### config.mk
export PLATFORM = sky130hd
export DESIGN_NAME = dust_median_batch_monitor
export DESIGN_NICKNAME = d
export VERILOG_FILES = /design/src/rtl/dbm_pkg.sv /design/src/rtl/dbm_ctrl.sv /design/src/rtl/dbm_datapath.sv /design/src/rtl/dust_median_batch_monitor.sv
export SDC_FILE = /design/constraint.sdc
export NUM_CORES = 2
export LEC_CHECK = 0
export BUFFER_PORTS_ARGS = -buffer_cell sky130_fd_sc_hd__buf_2
export CAP_MARGIN = 20
export CORE_MARGIN = 8
export CORE_UTILIZATION = 55
export DETAILED_ROUTE_END_ITERATION = 10
export GPL_ROUTABILITY_DRIVEN = 1
export PLACE_DENSITY = 0.75
export RECOVER_POWER = 100
export SLEW_MARGIN = 5
export SYNTH_ARGS = -nofsm -noshare
export SYNTH_HDL_FRONTEND = slang
export SYNTH_SLANG_ARGS = --single-unit
export TNS_END_PERCENT = 50
### constraint.sdc
create_clock -name clock -period 5.68 [get_ports clock]
set_input_delay 0.852 -clock clock [delete_from_list [all_inputs] [get_ports clock]]
set_output_delay 0.852 -clock clock [all_outputs]
set_load 0.1 [all_outputs]
### src/rtl/dbm_pkg.sv
// Shared types and constants of the dust median batch monitor.
// Used by the controller, the datapath, the top level and the checker.
`default_nettype none

package dbm_pkg;

   // Default window length and failure limit for the top-level parameters.
   localparam int DBM_WINDOW     = 5;
   localparam int DBM_FAIL_LIMIT = 3;

   // Fixed field widths.
   localparam int ADC_BITS   = 12;
   localparam int DENS_BITS  = 24;
   localparam int MS_BITS    = 32;
   localparam int GAIN_BITS  = 32;
   localparam int OFS_BITS   = 40;
   localparam int MINV_BITS  = 5;
   localparam int CNT_BITS   = 32;
   localparam int STRK_BITS  = 8;
   localparam int PROD_BITS  = ADC_BITS + GAIN_BITS;
   localparam int SUM_BITS   = PROD_BITS + 2;
   localparam int CSR_IDX_W  = 3;

   // Configuration register indexes.
   typedef enum logic [CSR_IDX_W-1:0] {
      CSR_RAIL_LOW      = 3'd0,
      CSR_RAIL_HIGH     = 3'd1,
      CSR_VOLTAGE_LIMIT = 3'd2,
      CSR_MIN_VALID     = 3'd3,
      CSR_STALE_TIMEOUT = 3'd4,
      CSR_DENSITY_GAIN  = 3'd5,
      CSR_DENSITY_OFS   = 3'd6,
      CSR_MAX_DENSITY   = 3'd7
   } csr_index_type;

   // Input item modes.
   typedef enum logic {
      MODE_SAMPLE     = 1'b0,
      MODE_TIME_CHECK = 1'b1
   } mode_type;

   // One input word.
   typedef struct packed {
      mode_type               mode;
      logic [ADC_BITS-1:0]    raw_adc;
      logic                   timing_ok;
      logic [MS_BITS-1:0]     now_ms;
   } req_type;

   // One result word.
   typedef struct packed {
      logic                   batch_done;
      logic [DENS_BITS-1:0]   density;
      logic [ADC_BITS-1:0]    median_raw;
      logic                   online;
      logic                   abnormal;
      logic                   saturated;
      logic [CNT_BITS-1:0]    good_batches;
      logic [CNT_BITS-1:0]    bad_batches;
   } rsp_type;

   // One stored sample of the window.
   typedef struct packed {
      logic                   timing;
      logic [ADC_BITS-1:0]    raw;
   } sample_type;

   // Controller states.
   typedef enum logic [2:0] {
      ST_IDLE,
      ST_SCAN,
      ST_MUL,
      ST_ADD,
      ST_JUDGE,
      ST_OUT
   } state_type;

   // Commands from the controller to the datapath.
   typedef struct packed {
      logic capture;
      logic scan;
      logic mul;
      logic add;
      logic judge;
      logic load_rsp;
      logic batch_done;
   } cmd_type;

endpackage

`default_nettype wire

### src/rtl/dbm_ctrl.sv
// Controller of the dust median batch monitor: state machine, fill and scan
// counters and the result valid flag. Depends on dbm_pkg.
`default_nettype none

module dbm_ctrl #(
   parameter int WINDOW = 5
) (
   input  wire logic             clock,
   input  wire logic             reset,
   input  wire logic             req_valid,
   input  wire dbm_pkg::mode_type req_mode,
   output logic                  req_ready,
   input  wire logic             rsp_ready,
   output logic                  rsp_valid,
   output dbm_pkg::cmd_type      cmd
);
   import dbm_pkg::*;

   localparam int CNT_W = $clog2(WINDOW + 1);

   state_type        state_ff, state_in;
   logic [CNT_W-1:0] fill_ff, fill_in;
   logic [CNT_W-1:0] scan_ff, scan_in;
   logic             batch_ff, batch_in;
   logic             rsp_valid_ff, rsp_valid_in;
   logic             accept;
   logic             fill_last;
   logic             scan_last;
   logic             slot_free;

   assign accept    = (state_ff == ST_IDLE) && req_valid;
   assign fill_last = (fill_ff == CNT_W'(WINDOW - 1));
   assign scan_last = (scan_ff == CNT_W'(WINDOW - 1));
   assign slot_free = !rsp_valid_ff || rsp_ready;

   // Next state.
   always_comb begin
      state_in = state_ff;
      unique case (state_ff)
         ST_IDLE: begin
            if (accept) begin
               if ((req_mode == MODE_SAMPLE) && fill_last) begin
                  state_in = ST_SCAN;
               end else begin
                  state_in = ST_OUT;
               end
            end
         end
         ST_SCAN: begin
            if (scan_last) begin
               state_in = ST_MUL;
            end
         end
         ST_MUL:   state_in = ST_ADD;
         ST_ADD:   state_in = ST_JUDGE;
         ST_JUDGE: state_in = ST_OUT;
         ST_OUT: begin
            if (slot_free) begin
               state_in = ST_IDLE;
            end
         end
         default:  state_in = ST_IDLE;
      endcase
   end

   // Commands to the datapath.
   always_comb begin
      req_ready      = (state_ff == ST_IDLE);
      cmd.capture    = accept;
      cmd.scan       = (state_ff == ST_SCAN);
      cmd.mul        = (state_ff == ST_MUL);
      cmd.add        = (state_ff == ST_ADD);
      cmd.judge      = (state_ff == ST_JUDGE);
      cmd.load_rsp   = (state_ff == ST_OUT) && slot_free;
      cmd.batch_done = batch_ff;
   end

   // Window fill count, scan count and the result valid flag.
   always_comb begin
      fill_in      = fill_ff;
      batch_in     = batch_ff;
      scan_in      = '0;
      rsp_valid_in = rsp_valid_ff;
      if (accept) begin
         batch_in = 1'b0;
         if (req_mode == MODE_SAMPLE) begin
            batch_in = fill_last;
            fill_in  = fill_last ? '0 : fill_ff + 1'b1;
         end
      end
      if (state_ff == ST_SCAN) begin
         scan_in = scan_ff + 1'b1;
      end
      if (cmd.load_rsp) begin
         rsp_valid_in = 1'b1;
      end else if (rsp_ready) begin
         rsp_valid_in = 1'b0;
      end
   end

   always_ff @(posedge clock) begin
      if (reset) begin
         state_ff     <= ST_IDLE;
         fill_ff      <= '0;
         scan_ff      <= '0;
         batch_ff     <= 1'b0;
         rsp_valid_ff <= 1'b0;
      end else begin
         state_ff     <= state_in;
         fill_ff      <= fill_in;
         scan_ff      <= scan_in;
         batch_ff     <= batch_in;
         rsp_valid_ff <= rsp_valid_in;
      end
   end

   assign rsp_valid = rsp_valid_ff;

endmodule

`default_nettype wire

### src/rtl/dbm_datapath.sv
// Datapath of the dust median batch monitor: configuration registers, sample
// window, rank scan, calibration multiply and status. Depends on dbm_pkg.
`default_nettype none

module dbm_datapath #(
   parameter int WINDOW     = 5,
   parameter int FAIL_LIMIT = 3
) (
   input  wire logic                    clock,
   input  wire logic                    reset,
   input  wire dbm_pkg::cmd_type        cmd,
   input  wire dbm_pkg::req_type        req_data,
   input  wire logic                    csr_write,
   input  wire dbm_pkg::csr_index_type  csr_index,
   input  wire logic [dbm_pkg::OFS_BITS-1:0] csr_data,
   output dbm_pkg::rsp_type             rsp_data
);
   import dbm_pkg::*;

   localparam int CNT_W = $clog2(WINDOW + 1);
   localparam int RANK  = WINDOW / 2;

   // Configuration registers.
   logic [ADC_BITS-1:0]        rail_low_ff;
   logic [ADC_BITS-1:0]        rail_high_ff;
   logic [ADC_BITS-1:0]        vlim_ff;
   logic [MINV_BITS-1:0]       min_valid_ff;
   logic [MS_BITS-1:0]         stale_ff;
   logic [GAIN_BITS-1:0]       gain_ff;
   logic signed [OFS_BITS-1:0] offset_ff;
   logic [DENS_BITS-1:0]       max_dens_ff;

   // Window and batch working registers.
   sample_type                 window_ff [WINDOW];
   logic [MS_BITS-1:0]         now_ff;
   logic [CNT_W-1:0]           valid_cnt_ff;
   logic                       sat_ff;
   logic [ADC_BITS-1:0]        med_ff;
   logic [PROD_BITS-1:0]       prod_ff;
   logic signed [SUM_BITS-1:0] sum_ff;

   // Status registers and their next values.
   logic [STRK_BITS-1:0]       fail_ff, fail_in;
   logic [MS_BITS-1:0]         last_good_ff, last_good_in;
   logic                       ever_good_ff, ever_good_in;
   logic                       online_ff, online_in;
   logic                       abnormal_ff, abnormal_in;
   logic                       saturated_ff, saturated_in;
   logic [DENS_BITS-1:0]       held_dens_ff, held_dens_in;
   logic [ADC_BITS-1:0]        held_med_ff, held_med_in;
   logic [CNT_BITS-1:0]        good_ff, good_in;
   logic [CNT_BITS-1:0]        bad_ff, bad_in;
   rsp_type                    rsp_ff;

   // Combinational helpers.
   sample_type                 tap;
   logic [CNT_W-1:0]           cnt_lt;
   logic [CNT_W-1:0]           cnt_le;
   logic                       is_median;
   logic [MS_BITS-1:0]         elapsed;
   logic                       stale;
   logic                       med_ok;
   logic                       reject_basic;
   logic                       negative;
   logic                       over;
   logic                       reject_any;
   logic [DENS_BITS-1:0]       dens_val;
   logic [STRK_BITS-1:0]       fail_inc;

   function automatic logic at_rail(input logic [ADC_BITS-1:0] raw,
                                    input logic [ADC_BITS-1:0] lo,
                                    input logic [ADC_BITS-1:0] hi);
      return (raw <= lo) || (raw >= hi);
   endfunction

   // Configuration writes.
   always_ff @(posedge clock) begin
      if (reset) begin
         rail_low_ff  <= '0;
         rail_high_ff <= '1;
         vlim_ff      <= '1;
         min_valid_ff <= MINV_BITS'(3);
         stale_ff     <= MS_BITS'(5000);
         gain_ff      <= GAIN_BITS'(65536);
         offset_ff    <= '0;
         max_dens_ff  <= '1;
      end else if (csr_write) begin
         unique case (csr_index)
            CSR_RAIL_LOW:      rail_low_ff  <= csr_data[ADC_BITS-1:0];
            CSR_RAIL_HIGH:     rail_high_ff <= csr_data[ADC_BITS-1:0];
            CSR_VOLTAGE_LIMIT: vlim_ff      <= csr_data[ADC_BITS-1:0];
            CSR_MIN_VALID:     min_valid_ff <= csr_data[MINV_BITS-1:0];
            CSR_STALE_TIMEOUT: stale_ff     <= csr_data[MS_BITS-1:0];
            CSR_DENSITY_GAIN:  gain_ff      <= csr_data[GAIN_BITS-1:0];
            CSR_DENSITY_OFS:   offset_ff    <= $signed(csr_data);
            CSR_MAX_DENSITY:   max_dens_ff  <= csr_data[DENS_BITS-1:0];
            default: ;
         endcase
      end
   end

   // Rank of the candidate at the last tap against the whole window.
   assign tap = window_ff[WINDOW-1];

   always_comb begin
      cnt_lt = '0;
      cnt_le = '0;
      for (int i = 0; i < WINDOW; i++) begin
         if (window_ff[i].raw < tap.raw) begin
            cnt_lt = cnt_lt + 1'b1;
         end
         if (window_ff[i].raw <= tap.raw) begin
            cnt_le = cnt_le + 1'b1;
         end
      end
   end

   // The candidate is the median when it can sit at the middle sorted place.
   assign is_median = (cnt_lt <= CNT_W'(RANK)) && (cnt_le > CNT_W'(RANK));

   // Window shift on a new sample, rotation during the scan.
   always_ff @(posedge clock) begin
      if (cmd.capture && (req_data.mode == MODE_SAMPLE)) begin
         window_ff[0] <= '{timing: req_data.timing_ok, raw: req_data.raw_adc};
         for (int i = 1; i < WINDOW; i++) begin
            window_ff[i] <= window_ff[i-1];
         end
      end else if (cmd.scan) begin
         window_ff[0] <= window_ff[WINDOW-1];
         for (int i = 1; i < WINDOW; i++) begin
            window_ff[i] <= window_ff[i-1];
         end
      end
   end

   // Batch accumulators, median, product and calibrated sum.
   always_ff @(posedge clock) begin
      if (cmd.capture) begin
         now_ff       <= req_data.now_ms;
         valid_cnt_ff <= '0;
         sat_ff       <= 1'b0;
      end
      if (cmd.scan) begin
         if (tap.timing && !at_rail(tap.raw, rail_low_ff, rail_high_ff) &&
             (tap.raw <= vlim_ff)) begin
            valid_cnt_ff <= valid_cnt_ff + 1'b1;
         end
         if (at_rail(tap.raw, rail_low_ff, rail_high_ff)) begin
            sat_ff <= 1'b1;
         end
         if (is_median) begin
            med_ff <= tap.raw;
         end
      end
      if (cmd.mul) begin
         prod_ff <= PROD_BITS'(med_ff) * PROD_BITS'(gain_ff);
      end
      if (cmd.add) begin
         sum_ff <= $signed({2'b00, prod_ff}) + SUM_BITS'(offset_ff);
      end
   end

   // Stale check on every accepted word.
   assign elapsed = req_data.now_ms - last_good_ff;
   assign stale   = online_ff && (elapsed > stale_ff);

   // Batch verdict.
   assign med_ok       = !at_rail(med_ff, rail_low_ff, rail_high_ff) && (med_ff <= vlim_ff);
   assign reject_basic = ((MINV_BITS + 1)'(valid_cnt_ff) < (MINV_BITS + 1)'(min_valid_ff)) ||
                         !med_ok;
   assign negative     = sum_ff[SUM_BITS-1];
   assign over         = !negative &&
                         (sum_ff[SUM_BITS-2:16] > (SUM_BITS - 17)'(max_dens_ff));
   assign reject_any   = reject_basic || over;
   assign dens_val     = negative ? '0 : sum_ff[DENS_BITS+15:16];
   assign fail_inc     = (fail_ff == '1) ? fail_ff : fail_ff + 1'b1;

   // Status next values.
   always_comb begin
      fail_in      = fail_ff;
      last_good_in = last_good_ff;
      ever_good_in = ever_good_ff;
      online_in    = online_ff;
      abnormal_in  = abnormal_ff;
      saturated_in = saturated_ff;
      held_dens_in = held_dens_ff;
      held_med_in  = held_med_ff;
      good_in      = good_ff;
      bad_in       = bad_ff;
      if (cmd.capture && stale) begin
         online_in   = 1'b0;
         abnormal_in = 1'b1;
      end
      if (cmd.judge) begin
         if (reject_any) begin
            bad_in       = bad_ff + 1'b1;
            abnormal_in  = 1'b1;
            saturated_in = reject_basic ? sat_ff : 1'b0;
            fail_in      = fail_inc;
            if (!ever_good_ff || (fail_inc >= STRK_BITS'(FAIL_LIMIT))) begin
               online_in = 1'b0;
            end
         end else begin
            held_dens_in = dens_val;
            held_med_in  = med_ff;
            online_in    = 1'b1;
            abnormal_in  = 1'b0;
            saturated_in = 1'b0;
            last_good_in = now_ff;
            good_in      = good_ff + 1'b1;
            fail_in      = '0;
            ever_good_in = 1'b1;
         end
      end
   end

   always_ff @(posedge clock) begin
      if (reset) begin
         fail_ff      <= '0;
         last_good_ff <= '0;
         ever_good_ff <= 1'b0;
         online_ff    <= 1'b0;
         abnormal_ff  <= 1'b0;
         saturated_ff <= 1'b0;
         held_dens_ff <= '0;
         held_med_ff  <= '0;
         good_ff      <= '0;
         bad_ff       <= '0;
      end else begin
         fail_ff      <= fail_in;
         last_good_ff <= last_good_in;
         ever_good_ff <= ever_good_in;
         online_ff    <= online_in;
         abnormal_ff  <= abnormal_in;
         saturated_ff <= saturated_in;
         held_dens_ff <= held_dens_in;
         held_med_ff  <= held_med_in;
         good_ff      <= good_in;
         bad_ff       <= bad_in;
      end
   end

   // Result register, loaded once the status has settled.
   always_ff @(posedge clock) begin
      if (cmd.load_rsp) begin
         rsp_ff.batch_done   <= cmd.batch_done;
         rsp_ff.density      <= held_dens_ff;
         rsp_ff.median_raw   <= held_med_ff;
         rsp_ff.online       <= online_ff;
         rsp_ff.abnormal     <= abnormal_ff;
         rsp_ff.saturated    <= saturated_ff;
         rsp_ff.good_batches <= good_ff;
         rsp_ff.bad_batches  <= bad_ff;
      end
   end

   assign rsp_data = rsp_ff;

endmodule

`default_nettype wire

### src/rtl/dust_median_batch_monitor.sv
// Dust sensor batch median monitor.
// A sample word (mode sample) enters the window; a time-check word only runs
// the stale check. Every accepted word gives exactly one result word with the
// held density, median, status flags and batch counters; batch_done marks the
// word that filled the window.
// Channels: req_ and rsp_ use valid/ready; csr_ writes a configuration
// register by index and is always ready. Write it only while the block is idle.
// A word that does not close a batch goes straight to loading its result;
// the word that closes a batch first runs the rank scan, which tests one
// window entry per cycle, then the calibration multiply, the offset add and
// the verdict.
// One word is in flight at a time; the next is accepted the cycle after its
// result is loaded into the output register, which then waits for rsp_ready.
// If the receiver stalls, the result holds and the block stops before loading
// the next one. Reset clears all status, counters and configuration to their
// defaults; the sample window needs no clearing.
`default_nettype none

module dust_median_batch_monitor #(
   parameter int WINDOW     = dbm_pkg::DBM_WINDOW,
   parameter int FAIL_LIMIT = dbm_pkg::DBM_FAIL_LIMIT
) (
   input  wire logic                         clock,
   input  wire logic                         reset,
   input  wire logic                         req_valid,
   output logic                              req_ready,
   input  wire dbm_pkg::req_type             req_data,
   output logic                              rsp_valid,
   input  wire logic                         rsp_ready,
   output dbm_pkg::rsp_type                  rsp_data,
   input  wire logic                         csr_valid,
   output logic                              csr_ready,
   input  wire dbm_pkg::csr_index_type       csr_index,
   input  wire logic [dbm_pkg::OFS_BITS-1:0] csr_data
);
   import dbm_pkg::*;

   cmd_type cmd;

   // Configuration writes are always accepted and are registered.
   assign csr_ready = 1'b1;

   dbm_ctrl #(
      .WINDOW (WINDOW)
   ) u_ctrl (
      .clock     (clock),
      .reset     (reset),
      .req_valid (req_valid),
      .req_mode  (req_data.mode),
      .req_ready (req_ready),
      .rsp_ready (rsp_ready),
      .rsp_valid (rsp_valid),
      .cmd       (cmd)
   );

   dbm_datapath #(
      .WINDOW     (WINDOW),
      .FAIL_LIMIT (FAIL_LIMIT)
   ) u_datapath (
      .clock     (clock),
      .reset     (reset),
      .cmd       (cmd),
      .req_data  (req_data),
      .csr_write (csr_valid && csr_ready),
      .csr_index (csr_index),
      .csr_data  (csr_data),
      .rsp_data  (rsp_data)
   );

endmodule

`default_nettype wire

==> results by stage <==
Layout:
- The final net count is 5384.
- After routing the design area is 47400 um^2.
- The library cells used most frequently in the layout, excluding fill and tap cells, are 731 x sky130_fd_sc_hd__nand2_1, 518 x sky130_fd_sc_hd__inv_1, 335 x sky130_fd_sc_hd__ha_1.
- The signed area change from the synthesized netlist to the final layout is 14.9%.
- The fraction of final layout cells sized beyond drive strength 1 is 11.8%.
- The commonest non-fill, non-tap cell in the layout is sky130_fd_sc_hd__nand2_1.

Logic synthesis:
- The netlist area before placement is 41300 um^2.
- After synthesis, the cell types taking the most area are sky130_fd_sc_hd__edfxtp_1 21%, sky130_fd_sc_hd__dfxtp_1 16%, sky130_fd_sc_hd__fa_1 15%.
- The count of flip-flops with a built-in enable after synthesis is 287.
- The post-synthesis cell type count is 85.
- The leading register cell type out of synthesis is sky130_fd_sc_hd__dfxtp_1.
- The share of synthesized flip-flops with an asynchronous set or reset is 0%.
- Counting every instance in the synthesized netlist gives 4337.
- The register bit total from synthesis is 615.
- When the netlist entered floorplanning its net count stood at 5083.
- The top-area cell type share of the netlist area is 20.9%.
- The count of yosys warnings during synthesis is 0.
- The register area share after synthesis is 36.8%.
- The biggest area consumer among synthesized cells is sky130_fd_sc_hd__edfxtp_1.
- Averaged over all synthesized cells, the footprint is 9.51 um^2.

Clock network:
- No sink is reached through more buffers than the 3 on the longest clock path.
- The number of hold buffers added after CTS was 0.
- The clock drives 615 sinks.
- The cell sitting at the root of the clock tree is a sky130_fd_sc_hd__clkbuf_16.
- The clock latency on the worst-skew pair is 0.62 ns.
- The total CTS buffers is 67.
- The clock tree synthesis step divided the H-tree into 3 levels.
- TritonCTS built the clock tree.
- The clock edge transition at the registers on the reported setup and hold paths is 0.07 ns.

Power and ir drop:
- The part of the total power dissipated in combinational logic is 39.6%.
- The internal power contribution is 10.7 mW.
- The net load switching power is 6.39 mW.
- IR analysis of the VDD net gives a maximum drop of 420 uV.
- The analysis attributes to cell leakage a power of 20.6 nW.
- The switching power share of the total is 37.3%.
- The clock network is responsible for 26.3% of the overall power.
- The power density over the cells is 361 nW/um^2.
- The overall power after layout is 17.1 mW.
- Of the total power, registers draw 34.2%.

Timing:
- The transition time of the tightest slew-check pin is 2.74 ns.
- Of the available clock period, the critical path in the final layout requires 103%.
- The maximum operating frequency is 171 MHz.
- Setup violations remaining at the end of the flow were counted as 12.
- The largest clock skew in the final design is 0.0204 ns.
- The minimum period implied by the final worst setup slack is 5.86 ns.
- Setup slack on the critical path of the routed design comes to -0.175 ns.
- The final hold violation count is 0.
- Setup repair after global routing could not meet its margin everywhere.
- The worst pin sits at a relative slew slack of -82.5%.
- The max-slew violation count is 742.
- The total negative setup slack is -1.10 ns.

Global route:
- The first global-routing pass estimated 173000 um of wire.
- Entering global routing, the biggest net connects 133 pins.
- The number of global-route vias before repair is 32100.
- The number of antenna violations at the first check in global routing is 7.
- The overall overflow remaining after global route is 0.
- Global routing used 25.4% of the available tracks across all layers.

Job:
- Max-cap violations in this run came to 11.

Die:
- The height of the die is 290 um.
- The effective utilization at floorplan is 55.5%.
- The floorplan die width is 290 um.
- The floorplan has 100 rows.
- The number of primary I/O pins is 201.
- The die area is 84000 um^2.
- In this run the standard cell core region covers 74300 um^2.

Routing:
- The routed layout has 32500 vias.
- For this run, the detailed router's first-pass iteration total came to 5.
- The detailed router finished its first iteration with 2721 violations.
- The final routed wire length divided by cell count is 19.6 um.
- After detailed routing, the number of remaining DRC violations is 0.
- The number of vias per cell is 5.73.
- The total detailed-routing wirelength is 111000 um.
- Once detail routing completed, the nets flagged for antenna violations numbered 0.

Worst setup path:
- The required time reported for the critical path endpoint is 6.05 ns.
- The cell with the largest stage delay on the worst path is sky130_fd_sc_hd__fa_2.
- The family with the most delay on the worst path is adder cells.
- Together, buffers and inverters on the worst path number 5.
- Traced cell by cell, the critical path runs through buf_6 > nand2_1 > fa_2 > inv_1 > fa_1 > fa_1 > fa_1 > inv_1 > fa_1 > inv_1 > ha_4 > buf_4 > o21ai_1 > nand2b_1 > a41oi_2 > a211o_1 > a31oi_4 > a221o_1 > a31oi_2 > nor3_2 > xor2_1.
- The worst setup path is captured at a register.
- In this design, the critical path's most frequently occurring cell is sky130_fd_sc_hd__fa_1.
- The startpoint-to-endpoint class of the critical path is register to register.
- In this run the worst path has a maximum fanout of 4.
- The largest single stage delay on the critical path is 0.58 ns.
- The critical path data arrival time is 6.22 ns.
- STA classifies the critical path startpoint as a register.

Placed design:
- Once detailed placement completed, the half-perimeter wirelength came to 80400 um.
- The minimum setup slack after placement is -0.380 ns.
- In this run the cell area measured after placement is 44400 um^2.
- The final weighted congestion of routability-driven global placement is 0.924.
- The count of buffers added on input and output ports is 199.

Outcome:
- The run finished, with violations left.
- The final reports fail on capacitance limit, slew limit, setup timing.

Min path:
- The type of the tightest min-delay check is register to register.
worst register-to-register path, cell delays in order (launching register included):
cell and delay (ns):
sky130_fd_sc_hd__edfxtp_1 0.47, sky130_fd_sc_hd__buf_6 0.18, sky130_fd_sc_hd__nand2_1 0.10, sky130_fd_sc_hd__fa_2 0.58, sky130_fd_sc_hd__inv_1 0.06, sky130_fd_sc_hd__fa_1 0.51
sky130_fd_sc_hd__fa_1 0.51, sky130_fd_sc_hd__fa_1 0.49, sky130_fd_sc_hd__inv_1 0.06, sky130_fd_sc_hd__fa_1 0.52, sky130_fd_sc_hd__inv_1 0.06, sky130_fd_sc_hd__ha_4 0.17
sky130_fd_sc_hd__buf_4 0.15, sky130_fd_sc_hd__o21ai_1 0.16, sky130_fd_sc_hd__nand2b_1 0.12, sky130_fd_sc_hd__a41oi_2 0.22, sky130_fd_sc_hd__a211o_1 0.25, sky130_fd_sc_hd__a31oi_4 0.13
sky130_fd_sc_hd__a221o_1 0.40, sky130_fd_sc_hd__a31oi_2 0.21, sky130_fd_sc_hd__nor3_2 0.08, sky130_fd_sc_hd__xor2_1 0.16
power by group through the flow:
| stage | sequential [mW] | combinational (mW) | clock [mW] |
|---|---|---|---|
| after floorplan | 6.34 | 3.72 | 0 |
| after global placement | 5.87 | 5.90 | 0 |
| after detailed placement | 5.90 | 6.10 | 0 |
| after CTS | 5.81 | 6.50 | 4.56 |
| after global routing | 5.90 | 7.45 | 4.72 |
| final | 5.85 | 6.77 | 4.50 |
synthesized netlist by cell type (17+ instances only):
master and number:
sky130_fd_sc_hd__clkbuf_1 181, sky130_fd_sc_hd__o31ai_1 26, sky130_fd_sc_hd__o21ai_0 82, sky130_fd_sc_hd__nor3_1 45
sky130_fd_sc_hd__or3_1 20, sky130_fd_sc_hd__dfxtp_1 328, sky130_fd_sc_hd__fa_1 301, sky130_fd_sc_hd__a21o_1 114
sky130_fd_sc_hd__nand2_1 742, sky130_fd_sc_hd__a21oi_1 343, sky130_fd_sc_hd__or4_1 29, sky130_fd_sc_hd__nor4_1 17
sky130_fd_sc_hd__xnor2_1 58, sky130_fd_sc_hd__ha_1 351, sky130_fd_sc_hd__or3b_1 23, sky130_fd_sc_hd__xor2_1 29
sky130_fd_sc_hd__o211ai_1 68, sky130_fd_sc_hd__nand3_1 107, sky130_fd_sc_hd__and2_1 109, sky130_fd_sc_hd__nand2b_1 30
sky130_fd_sc_hd__nand4_1 60, sky130_fd_sc_hd__inv_1 534, sky130_fd_sc_hd__and3_1 23, sky130_fd_sc_hd__nor2_1 114
sky130_fd_sc_hd__nor2b_1 41, sky130_fd_sc_hd__o21a_1 24, sky130_fd_sc_hd__edfxtp_1 287, sky130_fd_sc_hd__or2_2 18
per-stage QoR:
stage               std cells  hold WS, ns  util (%)
global route             5660        0.419      63.8
global placement         5499        0.404      59.7
detailed placement       5499        0.411      59.7
CTS                      5639        0.403      63.5
finish                   5663        0.419      63.8
floorplan                4337        0.400         -
final cells by class:
cell class	instances	area (um^2)
clock inverter	39	399
sequential	615	15200
antenna	3	7.51
inverter	534	2000
fill	5878	26900
tap	969	1210
timing repair buffer	436	2850
multi-input combinational	2984	23900
clock buffer	83	1870
flip-flops by register name, summed over array words and instances, names as in the netlist, 24 cells and up:
register / count
u_datapath.stale_ff: 32
u_datapath.max_dens_ff: 24
u_datapath.sum_ff: 30
u_datapath.last_good_ff: 32
u_datapath.prod_ff: 44
u_datapath.gain_ff: 32
u_datapath.window_ff: 65
u_datapath.rsp_data: 104
u_datapath.offset_ff: 40
u_datapath.held_dens_ff: 24
u_datapath.good_ff: 32
u_datapath.now_ff: 32
u_datapath.bad_ff: 32
metal layers:
metal	routed length [um]	GRT usage, %	vias to the layer above
met2	51800	41.6	1276
met3	10400	6.14	261
met4	3850	8.59	6
met1	44900	32.8	15600
met5	39	0	-
li1	-	-	15300
cells by family after synthesis:
family / share of synthesized area, %
simple gates: 16.1
compound gates: 12.4
buf+inv: 6.81
fa+ha+maj: 25.2
flops: 36.8
xor+xnor: 1.90
mux: 0.734
other cells: 0.00909
path summary, 6_finish.rpt:
| kind | startpoint | cells after the start | slack, ns | to |
|---|---|---|---|---|
| max | u_datapath.med_ff[8] | 21 | -0.18 | u_datapath.prod_ff[41] |
| min | u_datapath.window_ff[0][12] | 0 | 0.42 | u_datapath.window_ff[0][25] |
| max reg2reg | u_datapath.med_ff[8] | 21 | -0.18 | u_datapath.prod_ff[41] |
| min reg2reg | u_datapath.window_ff[0][12] | 0 | 0.42 | u_datapath.window_ff[0][25] |
what timing repair did:
item,CTS,global route
gates cloned,5,0
pin swaps,90,77
endpoints found under the setup margin,14,17
setup buffers,15,21
gates resized for setup,87,70
(Power assumes the default switching activity.)
